$ cat src/rtl/smbus_master_byte_sequencer_top_macros.svh
// ---------------------------------------------------------------------------
// Assertion macros for the SMBus master byte sequencer
// Concurrent checks on clk with rst_n low masking them; empty when
// NO_ASSERTIONS is defined.
// ---------------------------------------------------------------------------
`ifndef SMBUS_MASTER_BYTE_SEQUENCER_TOP_MACROS_SVH
`define SMBUS_MASTER_BYTE_SEQUENCER_TOP_MACROS_SVH

`ifndef NO_ASSERTIONS
// condition holds at every edge out of reset
`define SMBMS_ASSERT_ALWAYS(lbl, cond) \
  lbl: assert property (@(posedge clk) disable iff (!rst_n) (cond)) \
    else $error("smbms: check failed");
// consequent holds in the same cycle as the antecedent
`define SMBMS_ASSERT_IMPL(lbl, ante, cons) \
  lbl: assert property (@(posedge clk) disable iff (!rst_n) (ante) |-> (cons)) \
    else $error("smbms: check failed");
// consequent holds in the cycle after the antecedent
`define SMBMS_ASSERT_NEXT(lbl, ante, cons) \
  lbl: assert property (@(posedge clk) disable iff (!rst_n) (ante) |=> (cons)) \
    else $error("smbms: check failed");
`else
`define SMBMS_ASSERT_ALWAYS(lbl, cond)
`define SMBMS_ASSERT_IMPL(lbl, ante, cons)
`define SMBMS_ASSERT_NEXT(lbl, ante, cons)
`endif

`endif

$ cat src/rtl/smbms_pkg.sv
// ---------------------------------------------------------------------------
// smbms_pkg
// Types, codes and constants shared by the SMBus master byte sequencer.
// ---------------------------------------------------------------------------
`default_nettype none

package smbms_pkg;

  localparam int BUF_DEPTH_DEF = 16;
  localparam int COUNT_CAP     = 30;
  localparam int CNT_EXT_W     = 7;    // holds any depth up to 64 and its index math

  localparam logic [7:0] ADDR_MASK = 8'hFE;
  localparam logic [7:0] ERR_MAX   = 8'hFF;

  localparam int IN_DATA_W  = 40;
  localparam int IN_USER_W  = 2;
  localparam int OUT_DATA_W = 32;

  // host / bus function codes
  localparam logic [1:0] FN_LOAD  = 2'd0;
  localparam logic [1:0] FN_START = 2'd1;
  localparam logic [1:0] FN_EVENT = 2'd2;
  localparam logic [1:0] FN_READ  = 2'd3;

  // bus status classes
  localparam logic [1:0] SC_START_SENT = 2'd0;
  localparam logic [1:0] SC_DATA_SENT  = 2'd1;
  localparam logic [1:0] SC_BYTE_RECV  = 2'd2;
  localparam logic [1:0] SC_OTHER      = 2'd3;

  typedef enum logic [1:0] {
    ST_IDLE = 2'b01,
    ST_BUSY = 2'b10
  } state_t;

  typedef struct packed {
    logic [1:0] func;
    logic [3:0] index;
    logic [7:0] value;
    logic [7:0] target_address;
    logic       direction;
    logic [4:0] byte_count;
    logic       clear_errors;
    logic [1:0] status_class;
    logic       ack_in;
    logic       arb_lost;
    logic [7:0] rx_byte;
  } in_item_t;

  // one result before the buffer read data is merged in
  typedef struct packed {
    logic [7:0] drive_data;
    logic       load_data;
    logic       set_start;
    logic       clear_start;
    logic       set_stop;
    logic       ack_out;
    logic       reset_ctrl;
    logic       busy_res;
    logic [7:0] error_count;
    logic       accepted;
    logic       use_tx;     // drive_data comes from the transmit buffer
    logic       use_rx;     // read_value comes from the receive buffer
  } res_t;

  typedef struct packed {
    logic tx_we;
    logic tx_re;
    logic rx_we;
    logic rx_re;
  } mem_ctl_t;

endpackage

`default_nettype wire

$ cat src/rtl/smbms_ram.sv
// ---------------------------------------------------------------------------
// smbms_ram
// Generic simple dual-port RAM: one write port, one read port with
// registered read data that holds while no read is enabled.
// ---------------------------------------------------------------------------
`default_nettype none

module smbms_ram #(
  parameter int WIDTH = 8,
  parameter int DEPTH = 16
) (
  input  wire logic                     clk,
  input  wire logic                     we,
  input  wire logic [$clog2(DEPTH)-1:0] waddr,
  input  wire logic [WIDTH-1:0]         wdata,
  input  wire logic                     re,
  input  wire logic [$clog2(DEPTH)-1:0] raddr,
  output logic      [WIDTH-1:0]         rdata
);

  logic [WIDTH-1:0] mem [DEPTH];

  always_ff @(posedge clk) begin
    if (we) begin
      mem[waddr] <= wdata;
    end
    if (re) begin
      rdata <= mem[raddr];
    end
  end

endmodule

`default_nettype wire

$ cat src/rtl/smbms_ctrl.sv
// ---------------------------------------------------------------------------
// smbms_ctrl
// Transfer state, counters and per-item decode; drives the buffer ports.
// ---------------------------------------------------------------------------
`default_nettype none

`include "smbus_master_byte_sequencer_top_macros.svh"

module smbms_ctrl #(
  parameter int BUF_DEPTH = smbms_pkg::BUF_DEPTH_DEF
) (
  input  wire logic                         clk,
  input  wire logic                         rst_n,
  input  wire logic                         in_accept,
  input  wire smbms_pkg::in_item_t          item,
  output smbms_pkg::res_t                   res,
  output smbms_pkg::mem_ctl_t               mem_ctl,
  output logic [$clog2(BUF_DEPTH)-1:0]      tx_waddr,
  output logic [$clog2(BUF_DEPTH)-1:0]      tx_raddr,
  output logic [$clog2(BUF_DEPTH)-1:0]      rx_waddr,
  output logic [$clog2(BUF_DEPTH)-1:0]      rx_raddr
);

  import smbms_pkg::*;

  localparam int AW  = $clog2(BUF_DEPTH);
  localparam int CAP = (BUF_DEPTH > COUNT_CAP) ? COUNT_CAP : BUF_DEPTH;
  localparam logic [CNT_EXT_W-1:0] DEPTH_X = CNT_EXT_W'(BUF_DEPTH);
  localparam logic [CNT_EXT_W-1:0] CAP_X   = CNT_EXT_W'(CAP);

  state_t     state_r, state_nxt;
  logic [7:0] slave_address_r, slave_address_nxt;
  logic       read_mode_r, read_mode_nxt;
  logic [4:0] length_r, length_nxt;
  logic [4:0] sent_count_r, sent_count_nxt;
  logic [4:0] recv_count_r, recv_count_nxt;
  logic [7:0] errors_r, errors_nxt;

  logic [CNT_EXT_W-1:0] idx_x;
  logic [CNT_EXT_W-1:0] sent_p;
  logic [CNT_EXT_W-1:0] recv_p;
  logic [7:0]           err_inc;
  mem_ctl_t             mem_req;

  assign idx_x   = {{(CNT_EXT_W-4){1'b0}}, item.index};
  assign sent_p  = {{(CNT_EXT_W-5){1'b0}}, sent_count_r} - CNT_EXT_W'(1);
  assign recv_p  = (recv_count_r != 5'd0) ?
                   {{(CNT_EXT_W-5){1'b0}}, recv_count_r} - CNT_EXT_W'(1) : '0;
  assign err_inc = errors_r + {7'd0, (errors_r != ERR_MAX)};

  assign tx_waddr = idx_x[AW-1:0];
  assign tx_raddr = sent_p[AW-1:0];
  assign rx_waddr = recv_p[AW-1:0];
  assign rx_raddr = idx_x[AW-1:0];

  always_comb begin
    state_nxt         = state_r;
    slave_address_nxt = slave_address_r;
    read_mode_nxt     = read_mode_r;
    length_nxt        = length_r;
    sent_count_nxt    = sent_count_r;
    recv_count_nxt    = recv_count_r;
    errors_nxt        = errors_r;
    mem_req           = '0;
    res               = '0;
    res.accepted      = 1'b1;

    unique case (item.func)
      FN_LOAD: begin
        mem_req.tx_we = (idx_x < DEPTH_X);
      end
      FN_START: begin
        if (state_r == ST_BUSY) begin
          res.accepted = 1'b0;
        end else begin
          slave_address_nxt = item.target_address;
          read_mode_nxt     = item.direction;
          length_nxt        = ({2'b00, item.byte_count} > CAP_X) ? 5'(CAP) : item.byte_count;
          if (item.clear_errors) begin
            errors_nxt = '0;
          end
          state_nxt     = ST_BUSY;
          res.set_start = 1'b1;
        end
      end
      FN_EVENT: begin
        priority if (item.arb_lost || item.status_class == SC_OTHER) begin
          // bus failure: bounce the interface and count it
          res.reset_ctrl  = 1'b1;
          res.clear_start = 1'b1;
          state_nxt       = ST_IDLE;
          errors_nxt      = err_inc;
        end else if (item.status_class == SC_START_SENT) begin
          res.drive_data  = (slave_address_r & ADDR_MASK) | {7'd0, read_mode_r};
          res.load_data   = 1'b1;
          res.clear_start = 1'b1;
          sent_count_nxt  = 5'd1;
          recv_count_nxt  = 5'd1;
        end else if (item.status_class == SC_DATA_SENT) begin
          if (item.ack_in) begin
            if (!read_mode_r) begin
              if (sent_count_r != 5'd0 && sent_count_r <= length_r) begin
                mem_req.tx_re  = 1'b1;
                res.use_tx     = 1'b1;
                res.load_data  = 1'b1;
                sent_count_nxt = sent_count_r + 5'd1;
              end else begin
                res.set_stop = 1'b1;
                state_nxt    = ST_IDLE;
              end
            end
          end else begin
            res.set_stop = 1'b1;
            state_nxt    = ST_IDLE;
            errors_nxt   = err_inc;
          end
        end else begin
          // byte received: store, then ACK or finish with NACK and stop
          mem_req.rx_we = (recv_p < DEPTH_X);
          if (recv_count_r < length_r) begin
            res.ack_out    = 1'b1;
            recv_count_nxt = recv_count_r + 5'd1;
          end else begin
            state_nxt    = ST_IDLE;
            res.set_stop = 1'b1;
          end
        end
      end
      FN_READ: begin
        mem_req.rx_re = (idx_x < DEPTH_X);
        res.use_rx    = mem_req.rx_re;
      end
      default: begin
        res.accepted = 1'b1;
      end
    endcase

    res.busy_res    = (state_nxt == ST_BUSY);
    res.error_count = errors_nxt;
  end

  assign mem_ctl.tx_we = mem_req.tx_we & in_accept;
  assign mem_ctl.tx_re = mem_req.tx_re & in_accept;
  assign mem_ctl.rx_we = mem_req.rx_we & in_accept;
  assign mem_ctl.rx_re = mem_req.rx_re & in_accept;

  always_ff @(posedge clk) begin
    if (!rst_n) begin
      state_r         <= ST_IDLE;
      slave_address_r <= '0;
      read_mode_r     <= 1'b0;
      length_r        <= '0;
      sent_count_r    <= 5'd1;
      recv_count_r    <= 5'd1;
      errors_r        <= '0;
    end else if (in_accept) begin
      state_r         <= state_nxt;
      slave_address_r <= slave_address_nxt;
      read_mode_r     <= read_mode_nxt;
      length_r        <= length_nxt;
      sent_count_r    <= sent_count_nxt;
      recv_count_r    <= recv_count_nxt;
      errors_r        <= errors_nxt;
    end
  end

  `SMBMS_ASSERT_ALWAYS(a_len_capped, length_r <= 5'(CAP))
  `SMBMS_ASSERT_NEXT(a_refused_start_keeps, in_accept && item.func == FN_START && state_r == ST_BUSY, state_r == ST_BUSY && length_r == $past(length_r))
  `SMBMS_ASSERT_NEXT(a_errors_monotone, !(in_accept && item.func == FN_START), errors_r >= $past(errors_r))

endmodule

`default_nettype wire

$ cat src/rtl/smbms_out.sv
// ---------------------------------------------------------------------------
// smbms_out
// Two-entry result pipe: a decode stage that waits on the buffer read data,
// then the output register toward the master-side channel.
// ---------------------------------------------------------------------------
`default_nettype none

`include "smbus_master_byte_sequencer_top_macros.svh"

module smbms_out (
  input  wire logic                                  clk,
  input  wire logic                                  rst_n,
  input  wire logic                                  in_accept,
  input  wire smbms_pkg::res_t                       res,
  input  wire logic [7:0]                            tx_rdata,
  input  wire logic [7:0]                            rx_rdata,
  output logic                                       in_ready,
  output logic                                       out_valid,
  input  wire logic                                  out_ready,
  output logic [smbms_pkg::OUT_DATA_W-1:0]           out_data
);

  import smbms_pkg::*;

  logic                  a_valid_r;
  res_t                  a_res_r;
  logic                  b_valid_r;
  logic [OUT_DATA_W-1:0] b_data_r, b_data_nxt;
  logic                  b_free;
  logic                  a_adv;
  logic [7:0]            drive;
  logic [7:0]            rdval;

  assign b_free   = !b_valid_r || out_ready;
  assign a_adv    = a_valid_r && b_free;
  assign in_ready = !a_valid_r || a_adv;

  // merge buffer read data, which arrives with stage A
  assign drive = a_res_r.use_tx ? tx_rdata : a_res_r.drive_data;
  assign rdval = a_res_r.use_rx ? rx_rdata : 8'd0;

  assign b_data_nxt = {a_res_r.accepted, rdval, a_res_r.error_count,
                       a_res_r.busy_res, a_res_r.reset_ctrl, a_res_r.ack_out,
                       a_res_r.set_stop, a_res_r.clear_start, a_res_r.set_start,
                       a_res_r.load_data, drive};

  always_ff @(posedge clk) begin
    if (!rst_n) begin
      a_valid_r <= 1'b0;
      b_valid_r <= 1'b0;
    end else begin
      if (in_accept) begin
        a_valid_r <= 1'b1;
      end else if (a_adv) begin
        a_valid_r <= 1'b0;
      end
      if (a_adv) begin
        b_valid_r <= 1'b1;
      end else if (out_ready) begin
        b_valid_r <= 1'b0;
      end
    end
  end

  always_ff @(posedge clk) begin
    if (in_accept) begin
      a_res_r <= res;
    end
    if (a_adv) begin
      b_data_r <= b_data_nxt;
    end
  end

  assign out_valid = b_valid_r;
  assign out_data  = b_data_r;

  `SMBMS_ASSERT_IMPL(a_stall_only_full, !in_ready, a_valid_r && b_valid_r)
  `SMBMS_ASSERT_NEXT(a_advance_fills_out, a_adv, b_valid_r)

endmodule

`default_nettype wire

$ cat src/rtl/smbus_master_byte_sequencer_top.sv
// ---------------------------------------------------------------------------
// smbus_master_byte_sequencer_top
// Master-side byte sequencer of an SMBus/I2C controller: host accesses
// and byte-level bus events in, bus actions and readback out.
// ---------------------------------------------------------------------------
//  channel  dir  handshake                payload
//  in_      in   in_tvalid / in_tready    in_tdata[39:0], in_tuser[1:0] = func
//  out_     out  out_tvalid / out_tready  out_tdata[31:0]
//
//  One item per cycle sustained while out_tready is high; each result goes
//  through the decode stage (with transmit/receive buffer read), then output reg.
//  Reset (rst_n low, synchronous) idles the sequencer, resets the byte
//  counters to one, clears the error count; buffer contents are not cleared.
//  in_tready drops only while both the decode stage and the output register
//  hold results and out_tready is low.
// ---------------------------------------------------------------------------
`default_nettype none

module smbus_master_byte_sequencer_top #(
  parameter int BUF_DEPTH = smbms_pkg::BUF_DEPTH_DEF
) (
  input  wire logic                              clk,
  input  wire logic                              rst_n,
  input  wire logic                              in_tvalid,
  output logic                                   in_tready,
  // index[3:0], value[11:4], target_address[19:12], direction[20],
  // byte_count[25:21], clear_errors[26], status_class[28:27], ack_in[29],
  // arb_lost[30], rx_byte[38:31], zero[39]
  input  wire logic [smbms_pkg::IN_DATA_W-1:0]   in_tdata,
  // func[1:0]
  input  wire logic [smbms_pkg::IN_USER_W-1:0]   in_tuser,
  output logic                                   out_tvalid,
  input  wire logic                              out_tready,
  // drive_data[7:0], load_data[8], set_start[9], clear_start[10], set_stop[11],
  // ack_out[12], reset_ctrl[13], busy_res[14], error_count[22:15],
  // read_value[30:23], accepted[31]
  output logic [smbms_pkg::OUT_DATA_W-1:0]       out_tdata
);

  import smbms_pkg::*;

  localparam int AW = $clog2(BUF_DEPTH);

  logic     in_accept;
  in_item_t item;
  res_t     res;
  mem_ctl_t mem_ctl;
  logic [AW-1:0] tx_waddr, tx_raddr, rx_waddr, rx_raddr;
  logic [7:0]    tx_rdata, rx_rdata;

  assign in_accept = in_tvalid && in_tready;

  assign item.func           = in_tuser;
  assign item.index          = in_tdata[3:0];
  assign item.value          = in_tdata[11:4];
  assign item.target_address = in_tdata[19:12];
  assign item.direction      = in_tdata[20];
  assign item.byte_count     = in_tdata[25:21];
  assign item.clear_errors   = in_tdata[26];
  assign item.status_class   = in_tdata[28:27];
  assign item.ack_in         = in_tdata[29];
  assign item.arb_lost       = in_tdata[30];
  assign item.rx_byte        = in_tdata[38:31];

  smbms_ctrl #(
    .BUF_DEPTH (BUF_DEPTH)
  ) u_ctrl (
    .clk       (clk),
    .rst_n     (rst_n),
    .in_accept (in_accept),
    .item      (item),
    .res       (res),
    .mem_ctl   (mem_ctl),
    .tx_waddr  (tx_waddr),
    .tx_raddr  (tx_raddr),
    .rx_waddr  (rx_waddr),
    .rx_raddr  (rx_raddr)
  );

  smbms_ram #(
    .WIDTH (8),
    .DEPTH (BUF_DEPTH)
  ) u_tx_buf (
    .clk   (clk),
    .we    (mem_ctl.tx_we),
    .waddr (tx_waddr),
    .wdata (item.value),
    .re    (mem_ctl.tx_re),
    .raddr (tx_raddr),
    .rdata (tx_rdata)
  );

  smbms_ram #(
    .WIDTH (8),
    .DEPTH (BUF_DEPTH)
  ) u_rx_buf (
    .clk   (clk),
    .we    (mem_ctl.rx_we),
    .waddr (rx_waddr),
    .wdata (item.rx_byte),
    .re    (mem_ctl.rx_re),
    .raddr (rx_raddr),
    .rdata (rx_rdata)
  );

  smbms_out u_out (
    .clk       (clk),
    .rst_n     (rst_n),
    .in_accept (in_accept),
    .res       (res),
    .tx_rdata  (tx_rdata),
    .rx_rdata  (rx_rdata),
    .in_ready  (in_tready),
    .out_valid (out_tvalid),
    .out_ready (out_tready),
    .out_data  (out_tdata)
  );

endmodule

`default_nettype wire

$ cat config.mk
export PLATFORM = sky130hd
export DESIGN_NAME = smbus_master_byte_sequencer_top
export DESIGN_NICKNAME = d
export VERILOG_FILES = /design/src/rtl/smbms_pkg.sv /design/src/rtl/smbms_ram.sv /design/src/rtl/smbms_ctrl.sv /design/src/rtl/smbms_out.sv /design/src/rtl/smbus_master_byte_sequencer_top.sv
export VERILOG_INCLUDE_DIRS = /design/src /design/src/rtl
export SDC_FILE = /design/constraint.sdc
export NUM_CORES = 1
export LEC_CHECK = 0
export ABC_AREA = 1
export BUFFER_PORTS_ARGS = -buffer_cell sky130_fd_sc_hd__buf_2
export CAP_MARGIN = 15
export CORE_MARGIN = 5
export CORE_UTILIZATION = 35
export DETAILED_ROUTE_END_ITERATION = 7
export SLEW_MARGIN = 20
export SYNTH_ARGS = -nofsm -noshare
export SYNTH_HDL_FRONTEND = slang
export SYNTH_HIERARCHICAL = 1
export SYNTH_SLANG_ARGS = --single-unit
$ cat constraint.sdc
create_clock -name clk -period 3.3 [get_ports clk]
set_input_delay 0.66 -clock clk [delete_from_list [all_inputs] [get_ports clk]]
set_output_delay 0.66 -clock clk [all_outputs]
set_load 0.05 [all_outputs]
# After elaboration in Yosys (flattened, before gate mapping)

Memories as Yosys holds them, arrays and structs flattened. A register that Yosys moved wholly into a read port is not among the register bits.
Cells that the tools add are included.

Bitwise logic cells: 9
Muxes and demuxes: 56
Reductions and logical operators: 25
Magnitude comparators: 5
Eq/ne operators: 10
$add $sub $neg: 5

Operator list:

| cell                                                        | count |
|---|---|
| 2-to-1 mux 8 bit                                            | 7 |
| 2-to-1 mux 5 bit                                            | 9 |
| 2-to-1 mux 1 bit                                            | 26 |
| 2-to-1 mux 2 bit                                            | 11 |
| case mux 8 bit (2 select lines)                             | 1 |
| nonzero test 2 bit                                          | 6 |
| adder 5 x 1 -> 5 bit (second input constant)                | 2 |
| == test 2 bit (second input constant)                       | 5 |
| nonzero test 5 bit                                          | 2 |
| adder 8 x 1 -> 8 bit                                        | 1 |
| inequality test 8 bit (second input constant)               | 1 |
| OR 8 x 1 -> 8 bit                                           | 1 |
| less-than comparator 7 x 5 -> 1 bit (second input constant) | 1 |
| 2-to-1 mux 7 bit                                            | 1 |
| AND reduction 7 bit                                         | 1 |
| OR reduction 3 bit                                          | 2 |
| subtractor 5 x 1 -> 6 bit (second input constant)           | 1 |
| > comparator 5 bit (second input constant)                  | 1 |
| less-or-equal comparator 5 bit                              | 1 |
| less-than comparator 4 x 5 -> 1 bit (second input constant) | 1 |
| less-than comparator 5 bit                                  | 1 |
| AND reduction 5 bit                                         | 1 |
| bitwise AND 1 bit                                           | 4 |
| == test 2 x 1 -> 1 bit (second input constant)              | 2 |
| other kinds (12)                                            | 21 |

Input bits: 46
Memories: 2
Memory bits (writable): 256
Flip-flop bits (word level): 94

Memories:

| memory       | words | width | read ports | clocked after Yosys merged registers in | write ports | RTL line        | RTL |
|---|---|---|---|---|---|---|---|
| u_rx_buf.mem | 16    | 8     | 1          | 1                                       | 1           | smbms_ram.sv:21 | `logic [WIDTH-1:0] mem [DEPTH];` |
| u_tx_buf.mem | 16    | 8     | 1          | 1                                       | 1           | smbms_ram.sv:21 |  |

# Logic depth before layout (Yosys ltp)

Gate-level depths: netlist of run 1.

Depth after elaboration: 12
Depth in mapped cells: 17
Mapped depth without buffers: 17

# By module

Netlist of run 1, hierarchy kept.

Modules (own cells, without submodules):

| module                          | area each (µm²) | instances | cells each | seq. area each (µm²) |
|---|---|---|---|---|
| smbms_ram                       | 5,846.9         | 2         | 551        | 4,083.9 |
| smbms_ctrl                      | 2,438.6         | 1         | 360        | 660.6 |
| smbms_out                       | 1,996.9         | 1         | 111        | 1,781.7 |
| smbus_master_byte_sequencer_top | 7.5             | 1         | 2          | 0.0 |

# Least setup slack after synthesis of run 1

OpenSTA, ideal clock, no wires.

Path kind: in2reg
Start: input port out_tready
End: memory u_tx_buf.mem[10][0] (enable)
Stages on the path: 10
Setup time: 0.370 ns
Path buffers: 2
Slack: -0.109 ns
Arrival time: 3.039 ns
Data required time: 2.930 ns
Cell sequence: inv_1 > nand3_1 > nand2_1 > inv_1 > clkbuf_1 > clkbuf_1 > nand2_1 > inv_1 > nand3b_1 > nor2_1

RTL lines:

| item               | RTL line                              | RTL |
|---|---|---|
| start: declaration | smbus_master_byte_sequencer_top.sv:33 | `input wire logic out_tready,` |
| end: declaration   | smbms_ram.sv:21                       |  |

# Worst setup path in the final report of run 1

Start: register u_ctrl.recv_count_r[1]
End: memory u_rx_buf.mem[3][3] (enable)

Longest elaborated chain between the ends: 10

Ends and longest elaborated chain:

| item                                                            | RTL line                              | RTL |
|---|---|---|
| start: declaration                                              | smbms_ctrl.sv:36                      | `logic [4:0] recv_count_r, recv_count_nxt;` |
| start signal: assignment                                        | smbms_ctrl.sv:162                     | `recv_count_r <= recv_count_nxt;` |
| subtractor 5 x 1 -> 6 bit or nonzero test 5 bit (tied branches) | smbms_ctrl.sv:48, smbms_ctrl.sv:47    |  |
| 2-to-1 mux 7 bit *                                              | smbms_ctrl.sv:47                      | `assign recv_p = (recv_count_r != 5'd0) ?` |
| named net rx_waddr[1]                                           | smbus_master_byte_sequencer_top.sv:48 | `logic [AW-1:0] tx_waddr, tx_raddr, rx_waddr, rx_raddr;` |
| less-than comparator 7 x 5 -> 1 bit                             | smbms_ctrl.sv:119                     | `mem_req.rx_we = (recv_p < DEPTH_X);` |
| 2-to-1 mux 1 bit                                                | smbms_ctrl.sv:99                      | `end else if (item.status_class == SC_DATA_SENT) begin` |
| 2-to-1 mux 2 bit                                                | smbms_ctrl.sv:93                      | `end else if (item.status_class == SC_START_SENT) begin` |
| 2-to-1 mux 2 bit                                                | smbms_ctrl.sv:87                      | `priority if (item.arb_lost \|\| item.status_class == SC_OTHER) begin` |
| 2-to-1 mux 2 bit                                                | smbms_ctrl.sv:68                      | `unique case (item.func)` |
| bitwise AND 1 bit                                               | smbms_ctrl.sv:144                     | `assign mem_ctl.rx_we = mem_req.rx_we & in_accept;` |
| 2-to-1 mux 1 bit                                                | smbms_ram.sv:24                       | `if (we) begin` |
| 2-to-1 mux 1 bit (not written as such)                          | smbms_ram.sv:25                       | `mem[waddr] <= wdata;` |
| end: declaration                                                | smbms_ram.sv:21                       |  |

The timed path passes the listed nets; every way through them passes the cells marked *.

==> results.toml, run 1 <==
[worst_setup_path]
critPathArrivalTime_ps = 2630
path_buf_inv = 3
crit_required_ps = 3480
worstSetupStartpointType = "flop"
slowest_stage = "nor2_1"
worstPathCellList = "inv_1 > ha_1 > inv_1 > nor2_1 > nand2_1 > nor2_1 > or2_2 > inv_1 > nand2_1 > nor2_1"
cpPeakStageDelay_ps = 530
crit_type = "reg2reg"
endpoint_kind = "flop"
crit_family = "simple AND/OR/NAND/NOR gates"
cp_max_fo = 8

[detailed_routing]
drcViolationCount = 0
detail-route-antenna-nets = 0
wirelength_mm = 36.2
drtIter0Drc = 836
vias = 10600
wl_per_cell_um = 15.8
via_per_inst = 4.63
first_pass_iters = 5

[sta]
final.setup.tns_ps = 0
maxSlewHeadroom = 0.429
final_hold_viol_count = 0
tightest_slew_ps = 855
period_minus_slack_ps = 2440
clock.fmax_mhz = 410
slew_violations = 0
finClkSkew_ps = 9.54
rsz0062_at_grt = "no"
timing.final.crit_share = 0.740
final-setup-viol-count = 0

[synth]
synth_cell_types = 43
synth_ff_type = "edfxtp_1"
netlist_top_cells_count = "416 x nand2_1, 330 x edfxtp_1, 289 x inv_1"
ys_warn_count = 6
synth_edf_count = 330
netlist.area_leader.share = 0.614
synth_top_cell_by_area = "edfxtp_1"
avgSynthCellArea_sq_um = 10.2
synth_seq_cells = 365
yosysMostFrequentCell = "nand2_1"
syn-instance-count = 1575
ys_async_sr_fraction = 0
netlist_area_sq_mm = 0.0161
ys_top_cells_by_area = "edfxtp_1 61%, nand2_1 9.7%, inv_1 6.7%"
synth_fp_nets = 1641
ys_seq_area_frac = 0.658

[power_and_ir_drop]
p_per_area_mw_per_mm2 = 554
power.share.sequential = 0.502
power.share.clock = 0.443
ir_drop_uv = 357
p_switching_uw = 2230
combPwrFrac = 0.055
swShare = 0.217
leakage_uw = 0.00777
p_int_uw = 8010

[global_route]
met1_usage = 0.194
grtUsageMet3 = 0.0270
grt_usage = 0.142
grt_first_pass_wirelength_mm = 57.0
grt_overflow_total = 0
met2_usage = 0.235
busiest_layer = "met2"
antenna_found_initial = 2
grt_start_max_net_pins = 65
grt_pass1_vias = 10400

[placed_design]
portBuffers = 77
place_area_sq_mm = 0.0171
hpwlAfterDp_mm = 23.8
finalWeightedCongestion = 0.818

[layout]
area_growth_pct = 14.5
num_antenna_cells = 0
drive_above_1_share = 0.119
fill_cells = 4380
final_area_sq_mm = 0.0185
nNetsFinal = 1730

[cts]
cts.root.buffer_cell = "clkbuf_16"
clock_sinks = 365
cts_setup_buffers = 0
cts.clk_slew.worst_paths_ps = 60
ctsHoldBuffers = 0
tritoncts = "built"
cts_resized = 0
cts_buffers = 42
clk_latency_ps = 550
clk_path_buf_depth = 3
h-tree-depth = 2

[floorplanning]
core.rowCount = 78
start_util = 0.355
fp.dieW_um = 225
dieArea_sq_mm = 0.0505
core_area_sq_mm = 0.0455
boundaryPins = 80
die-height_um = 225

[min_path]
hp-class = "in2reg"

[outcome]
status = "completed"

[flow_run]
cap_violations = 0
## path summary, 6_finish.rpt
check	start	to	slack (ps)	cells after the start
max	u_ctrl/recv_count_r[1]	u_rx_buf/mem[3][3]	860	10
min	in_tdata[23]	u_ctrl/length_r[2]	390	3
max reg2reg	u_ctrl/recv_count_r[1]	u_rx_buf/mem[3][3]	860	10
min reg2reg	u_out/a_res_r[6]	u_out/out_data[18]	420	0
## placed cells by master, fill, tap and decap left out, drive strengths merged, types with 3 or more instances in the layout
| cell | instances |
|---|---|
| inv | 299 |
| nand4 | 5 |
| ha | 20 |
| clkbuf | 58 |
| nand3 | 212 |
| edfxtp | 330 |
| nand3b | 5 |
| nor3 | 6 |
| a21oi | 39 |
| o31ai | 4 |
| buf | 109 |
| clkinv | 12 |
| o21ai | 41 |
| xor2 | 5 |
| dfxtp | 35 |
| bufinv | 3 |
| nand2 | 420 |
| nor2 | 74 |
## final cells by class
| cell class | instances | area (sq um) | share of cell area |
|---|---|---|---|
| flip-flops and latches | 365 | 10600 | 0.574 |
| multi-input cells | 848 | 3990 | 0.216 |
| clock buffers | 58 | 1190 | 0.0647 |
| inverters | 298 | 1120 | 0.0609 |
| well taps | 600 | 751 | 0.0406 |
| repair buffers | 109 | 638 | 0.0345 |
| clock inverters | 18 | 166 | 0.00901 |
## registers in the layout (all words and copies together), names as in the netlist, 2 cells and up
signal                  count
u_ctrl/sent_count_r         5
u_ctrl/errors_r             8
u_ctrl/length_r             5
u_rx_buf/rdata              8
u_rx_buf/mem              128
u_tx_buf/mem              128
u_out/a_res_r              26
u_tx_buf/rdata              8
u_out/out_data             32
u_ctrl/state_r              2
u_ctrl/slave_address_r      7
u_ctrl/recv_count_r         5
## worst min-delay path, delay by kind of cell
family                 cells  cell delay, ps
AOI/OAI and AO/OA          1              60
buffers and inverters      1             100
and+or+nand+nor            1              80
## through the flow
stage	cells	setup slack [ps]	hold WS (ps)	power [uW]	utilization
finish	2296	859	390	10200	0.406
global route	2296	615	395	10600	0.406
CTS	2296	898	362	10400	0.406
detailed placement	2220	479	406	5800	0.376
global placement	2220	500	403	5790	0.376
floorplan	1575	46.8	400	5600	-
## kinds of logic after synthesis
family,share of synthesized area
xor+xnor,0.00271
flops,0.658
simple gates,0.195
compound gates,0.0333
fa+ha+maj,0.0155
buf+inv,0.0962
## power groups by stage
stage          clock network [uW]  logic, uW  registers [uW]
3_5_place_dp                    0        565            5240
5_1_grt                      4860        620            5140
4_1_cts                      4670        567            5140
2_1_floorplan                   0        300            5300
3_3_place_gp                    0        555            5230
6_report                     4540        559            5140
## routing by layer
layer | up-vias | share of wire
met3 | 63 | 0.058
met1 | 4989 | 0.44
met4 | 0 | 0.023
met5 | - | 0
met2 | 288 | 0.48
li1 | 5298 | -
Note: power is estimated with default switching activity, not from simulation.
==> run 2: changes to the inputs <==
clock period = 2.1 ns   (was 3.3 ns; I/O delays follow)
==> results.toml, run 2 (same netlist as run 1, synthesis figures left out) <==
[global_route]
antenna_found_initial = 0
grt_first_pass_wirelength_mm = 57.8
busiest_layer = "met2"
grtUsageMet3 = 0.0243
grt_start_max_net_pins = 65
grt_overflow_total = 0
met2_usage = 0.235
met1_usage = 0.197
grt_usage = 0.144
grt_pass1_vias = 10600

[cts]
h-tree-depth = 2
tritoncts = "built"
clock_sinks = 365
ctsHoldBuffers = 0
clk_latency_ps = 560
cts.clk_slew.worst_paths_ps = 60
clk_path_buf_depth = 3
cts_buffers = 40
cts.root.buffer_cell = "clkbuf_16"

[sta]
tightest_slew_ps = 605
clock.fmax_mhz = 493
finClkSkew_ps = 15.1
maxSlewHeadroom = 0.596
final-setup-viol-count = 0
timing.final.crit_share = 0.966
final_hold_viol_count = 0
final.setup.tns_ps = 0
period_minus_slack_ps = 2030
rsz0062_at_grt = "no"
slew_violations = 0

[detailed_routing]
via_per_inst = 4.63
first_pass_iters = 5
drtIter0Drc = 713
wirelength_mm = 36.6
detail-route-antenna-nets = 0
vias = 10900
wl_per_cell_um = 15.6
drcViolationCount = 0

[worst_setup_path]
endpoint_kind = "flop"
crit_top_cell = "nor2_4"
path_buf_inv = 3
worstSetupPathDepth = 10
crit_family = "simple AND/OR/NAND/NOR gates"
cpPeakStageDelay_ps = 320
critPathArrivalTime_ps = 2270
cp_max_fo = 8
worstSetupStartpointType = "flop"
crit_type = "reg2reg"
reg2regPathDepth = 10
slowest_stage = "dfxtp_2"
worstPathCellList = "inv_2 > ha_4 > inv_2 > nor2_4 > nand2_2 > nor2_4 > a21oi_2 > nand3b_1 > buf_4 > nor2_4"
crit_required_ps = 2350

[layout]
nNetsFinal = 1780
mostFrequentLayoutCell = "nand2_1"
area_growth_pct = 19.7
num_antenna_cells = 0
final_area_sq_mm = 0.0193
drive_above_1_share = 0.191
layout_common_cells = "405 x nand2_1, 330 x edfxtp_1, 276 x inv_1"

[power_and_ir_drop]
power.share.clock = 0.430
p_switching_uw = 3610
combPwrFrac = 0.063
swShare = 0.226
leakage_uw = 0.00801
power.share.sequential = 0.506
ir_drop_uv = 491
p_int_uw = 12300
p_per_area_mw_per_mm2 = 826

[floorplanning]
core.rowCount = 78
dieArea_sq_mm = 0.0505
fp.dieW_um = 225
boundaryPins = 80
core_area_sq_mm = 0.0455
start_util = 0.355
die-height_um = 225

[placed_design]
place_area_sq_mm = 0.0179
hpwlAfterDp_mm = 24.4
portBuffers = 77
finalWeightedCongestion = 0.803

[outcome]
status = "completed"

[flow_run]
cap_violations = 0

[min_path]
hp-class = "in2reg"
hold_path_depth = 3
run 2: cell types whose count changed in the layout (fill, tap and decap cells not counted), moves of 4 or more:
cell	before	now
buf_4	31	74
clkbuf_1	11	6
nand2_1	416	405
dfxtp_2	0	7
nand3_1	210	206
inv_2	9	16
nor2_1	70	35
clkbuf_16	45	40
dfxtp_1	35	26
nand2_2	1	9
inv_1	287	276
buf_12	1	7
nor2_4	3	36
run 2: cell type report:
type / count / area, sq um
clock buffer: 49 / 1060
clock inverter: 22 / 226
fill: 4384 / 26200
inverter: 298 / 1140
multi-input combinational: 848 / 4400
sequential: 365 / 10600
tap: 600 / 751
timing repair buffer: 161 / 1110
run 2: routing by layer:
| layer | vias up | wire, um |
|---|---|---|
| li1 | 5417 | - |
| met4 | 0 | 908 |
| met1 | 5161 | 16900 |
| met3 | 57 | 1630 |
| met2 | 224 | 17200 |
| met5 | - | 0 |
run 2: per-stage QoR:
stage,power (uW),setup slack [ps],hold WS (ps),std cells,util
detailed placement,9220,-204,407,2269,0.393
CTS,16100,7.12,126,2341,0.422
floorplan,8830,-368,400,1575,-
global placement,9200,-174,406,2269,0.393
global route,16600,5.31,148,2343,0.425
finish,15900,71.7,159,2343,0.425
run 2: repair_timing:
item | 4_1_cts | 5_1_grt
resized for setup | 9 | 45
gates cloned | 0 | 0
setup endpoints to repair | 96 | 152
pin swaps | 4 | 13
buffers inserted | 1 | 2
run 2: power by group through the flow:
stage / logic [uW] / clock network [uW] / registers (uW)
floorplan: 504 / 0 / 8320
global placement: 982 / 0 / 8220
detailed placement: 1000 / 0 / 8220
CTS: 1010 / 7050 / 8070
global route: 1110 / 7380 / 8080
finish: 1010 / 6860 / 8070
run 2: final timing paths:
check	from	end	slack, ps
setup / recovery	u_ctrl/recv_count_r[0]	u_rx_buf/mem[4][6]	70
hold / removal	in_tdata[24]	u_ctrl/length_r[3]	160
setup reg to reg	u_ctrl/recv_count_r[0]	u_rx_buf/mem[4][6]	70
hold reg to reg	u_out/a_res_r[7]	u_out/out_data[19]	420
run 2: worst register-to-register path, cell delays in order (launching register included):
cell and delay, ps:
dfxtp_2 320, inv_2 70, ha_4 130, inv_2 40, nor2_4 110, nand2_2 70, nor2_4 140, a21oi_2 80
nand3b_1 270, buf_4 230, nor2_4 250
==> run 3: changes to the inputs <==
REMOVE_ABC_BUFFERS = 1   (was default)
==> results.toml, run 3 (same netlist as run 1, synthesis figures left out) <==
[detailed_routing]
detail-route-antenna-nets = 0
vias = 10900
first_pass_iters = 5
drtIter0Drc = 759
wl_per_cell_um = 15.5
via_per_inst = 4.62
drcViolationCount = 0
wirelength_mm = 36.6

[floorplanning]
dieArea_sq_mm = 0.0505
fp.dieW_um = 225
boundaryPins = 80
start_util = 0.355
core_area_sq_mm = 0.0455
die-height_um = 225
core.rowCount = 78

[placed_design]
hpwlAfterDp_mm = 24.7
finalWeightedCongestion = 0.854
portBuffers = 77

[sta]
timing.final.crit_share = 0.963
clock.fmax_mhz = 495
maxSlewHeadroom = 0.613
slew_violations = 0
period_minus_slack_ps = 2020
tightest_slew_ps = 579
hold_slack_ps = 134
rsz0062_at_grt = "yes"
final_hold_viol_count = 0
finClkSkew_ps = 18.2
final-setup-viol-count = 0

[layout]
area_growth_pct = 18.1
mostFrequentLayoutCell = "nand2_1"
layout_common_cells = "412 x nand2_1, 330 x edfxtp_1, 284 x inv_1"
drive_above_1_share = 0.169
nNetsFinal = 1795

[worst_setup_path]
crit_top_cell = "inv_1"
cp_max_fo = 8
ff2ff_setup_slack_ps = 80
worstPathCellList = "inv_2 > ha_4 > inv_1 > nor2_2 > nand2_2 > nor2_4 > inv_1 > nand2_1 > inv_1 > inv_1 > nand2_1 > nor2_1 > buf_4"
endpoint_kind = "flop"
worstSetupPathDepth = 13
crit_type = "reg2reg"
slowest_stage = "dfxtp_2"
crit_required_ps = 2360
path_buf_inv = 6
worstSetupStartpointType = "flop"
reg2regPathDepth = 13
crit_family = "simple AND/OR/NAND/NOR gates"
cpPeakStageDelay_ps = 330
critPathArrivalTime_ps = 2290

[cts]
ctsHoldBuffers = 0
clk_path_buf_depth = 3
h-tree-depth = 2
cts.root.buffer_cell = "clkbuf_16"
cts_buffers = 40
clk_latency_ps = 570
tritoncts = "built"
clock_sinks = 365
cts.clk_slew.worst_paths_ps = 60

[global_route]
grt_first_pass_wirelength_mm = 58.2
grt_usage = 0.145
grt_pass1_vias = 10800
grt_start_max_net_pins = 54
grt_overflow_total = 0
antenna_found_initial = 2

[power_and_ir_drop]
p_total_uw = 15900
leakage_uw = 0.00810
p_per_area_mw_per_mm2 = 836
ir_drop_uv = 640

[min_path]
hold_path_depth = 3
hp-class = "in2reg"

[outcome]
status = "completed"

[flow_run]
cap_violations = 0
==> run 3: path summary, 6_finish.rpt <==
path,end,start
hold reg to reg,u_out/out_data[9],u_out/a_res_r[16]
hold / removal,u_ctrl/length_r[2],in_tdata[23]
setup reg to reg,u_rx_buf/mem[0][5],u_ctrl/recv_count_r[0]
setup / recovery,u_rx_buf/mem[0][5],u_ctrl/recv_count_r[0]
==> run 3: area by class of cell <==
type                       count  area, sq um
clock buffer                  51         1080
timing repair buffer         176         1180
antenna                        1         2.50
fill                        4363        26400
clock inverter                23          213
multi-input combinational    848         4080
sequential                   365        10600
inverter                     298         1120
tap                          600          751
==> run 3: what timing repair did <==
action	in CTS	in global routing
pin swaps	4	12
resized for setup	8	33
buffers inserted	1	2
gates cloned	0	0
setup endpoints to repair	64	152
==> run 3: tightest hold or removal path, cell delays in order <==
cell	delay [ps]
buf_2	100
a22oi_1	60
nor2_1	80
==> run 3: power by group <==
group | total [uW] | switching (uW) | leakage, uW | internal, uW
Combinational | 983 | 696 | 0.00416 | 287
Clock | 6880 | 2830 | 0.000639 | 4050
Sequential | 8070 | 40.5 | 0.00330 | 8030
Total | 15900 | 3570 | 0.00810 | 12400
==> run 3: per-layer routing <==
metal  share of wire  global-route usage
met1            0.44               0.191
met2            0.47               0.243
met3           0.058              0.0251
met4           0.028              0.0515
met5         0.00035                   0
==> run 3: per-stage QoR <==
stage | area (sq um) | setup WS (ps) | util | cells | setup TNS, ps
after floorplan | 15700 | -1310 | - | 1511 | -346030
after global placement | 17600 | -95.3 | 0.388 | 2284 | -6390
after detailed placement | 17600 | -111 | 0.388 | 2284 | -8780
after global routing | 19100 | -31.9 | 0.419 | 2362 | -728
final | 19100 | 78.6 | 0.419 | 2362 | 0
after CTS | 19000 | 2.87 | 0.417 | 2359 | 0
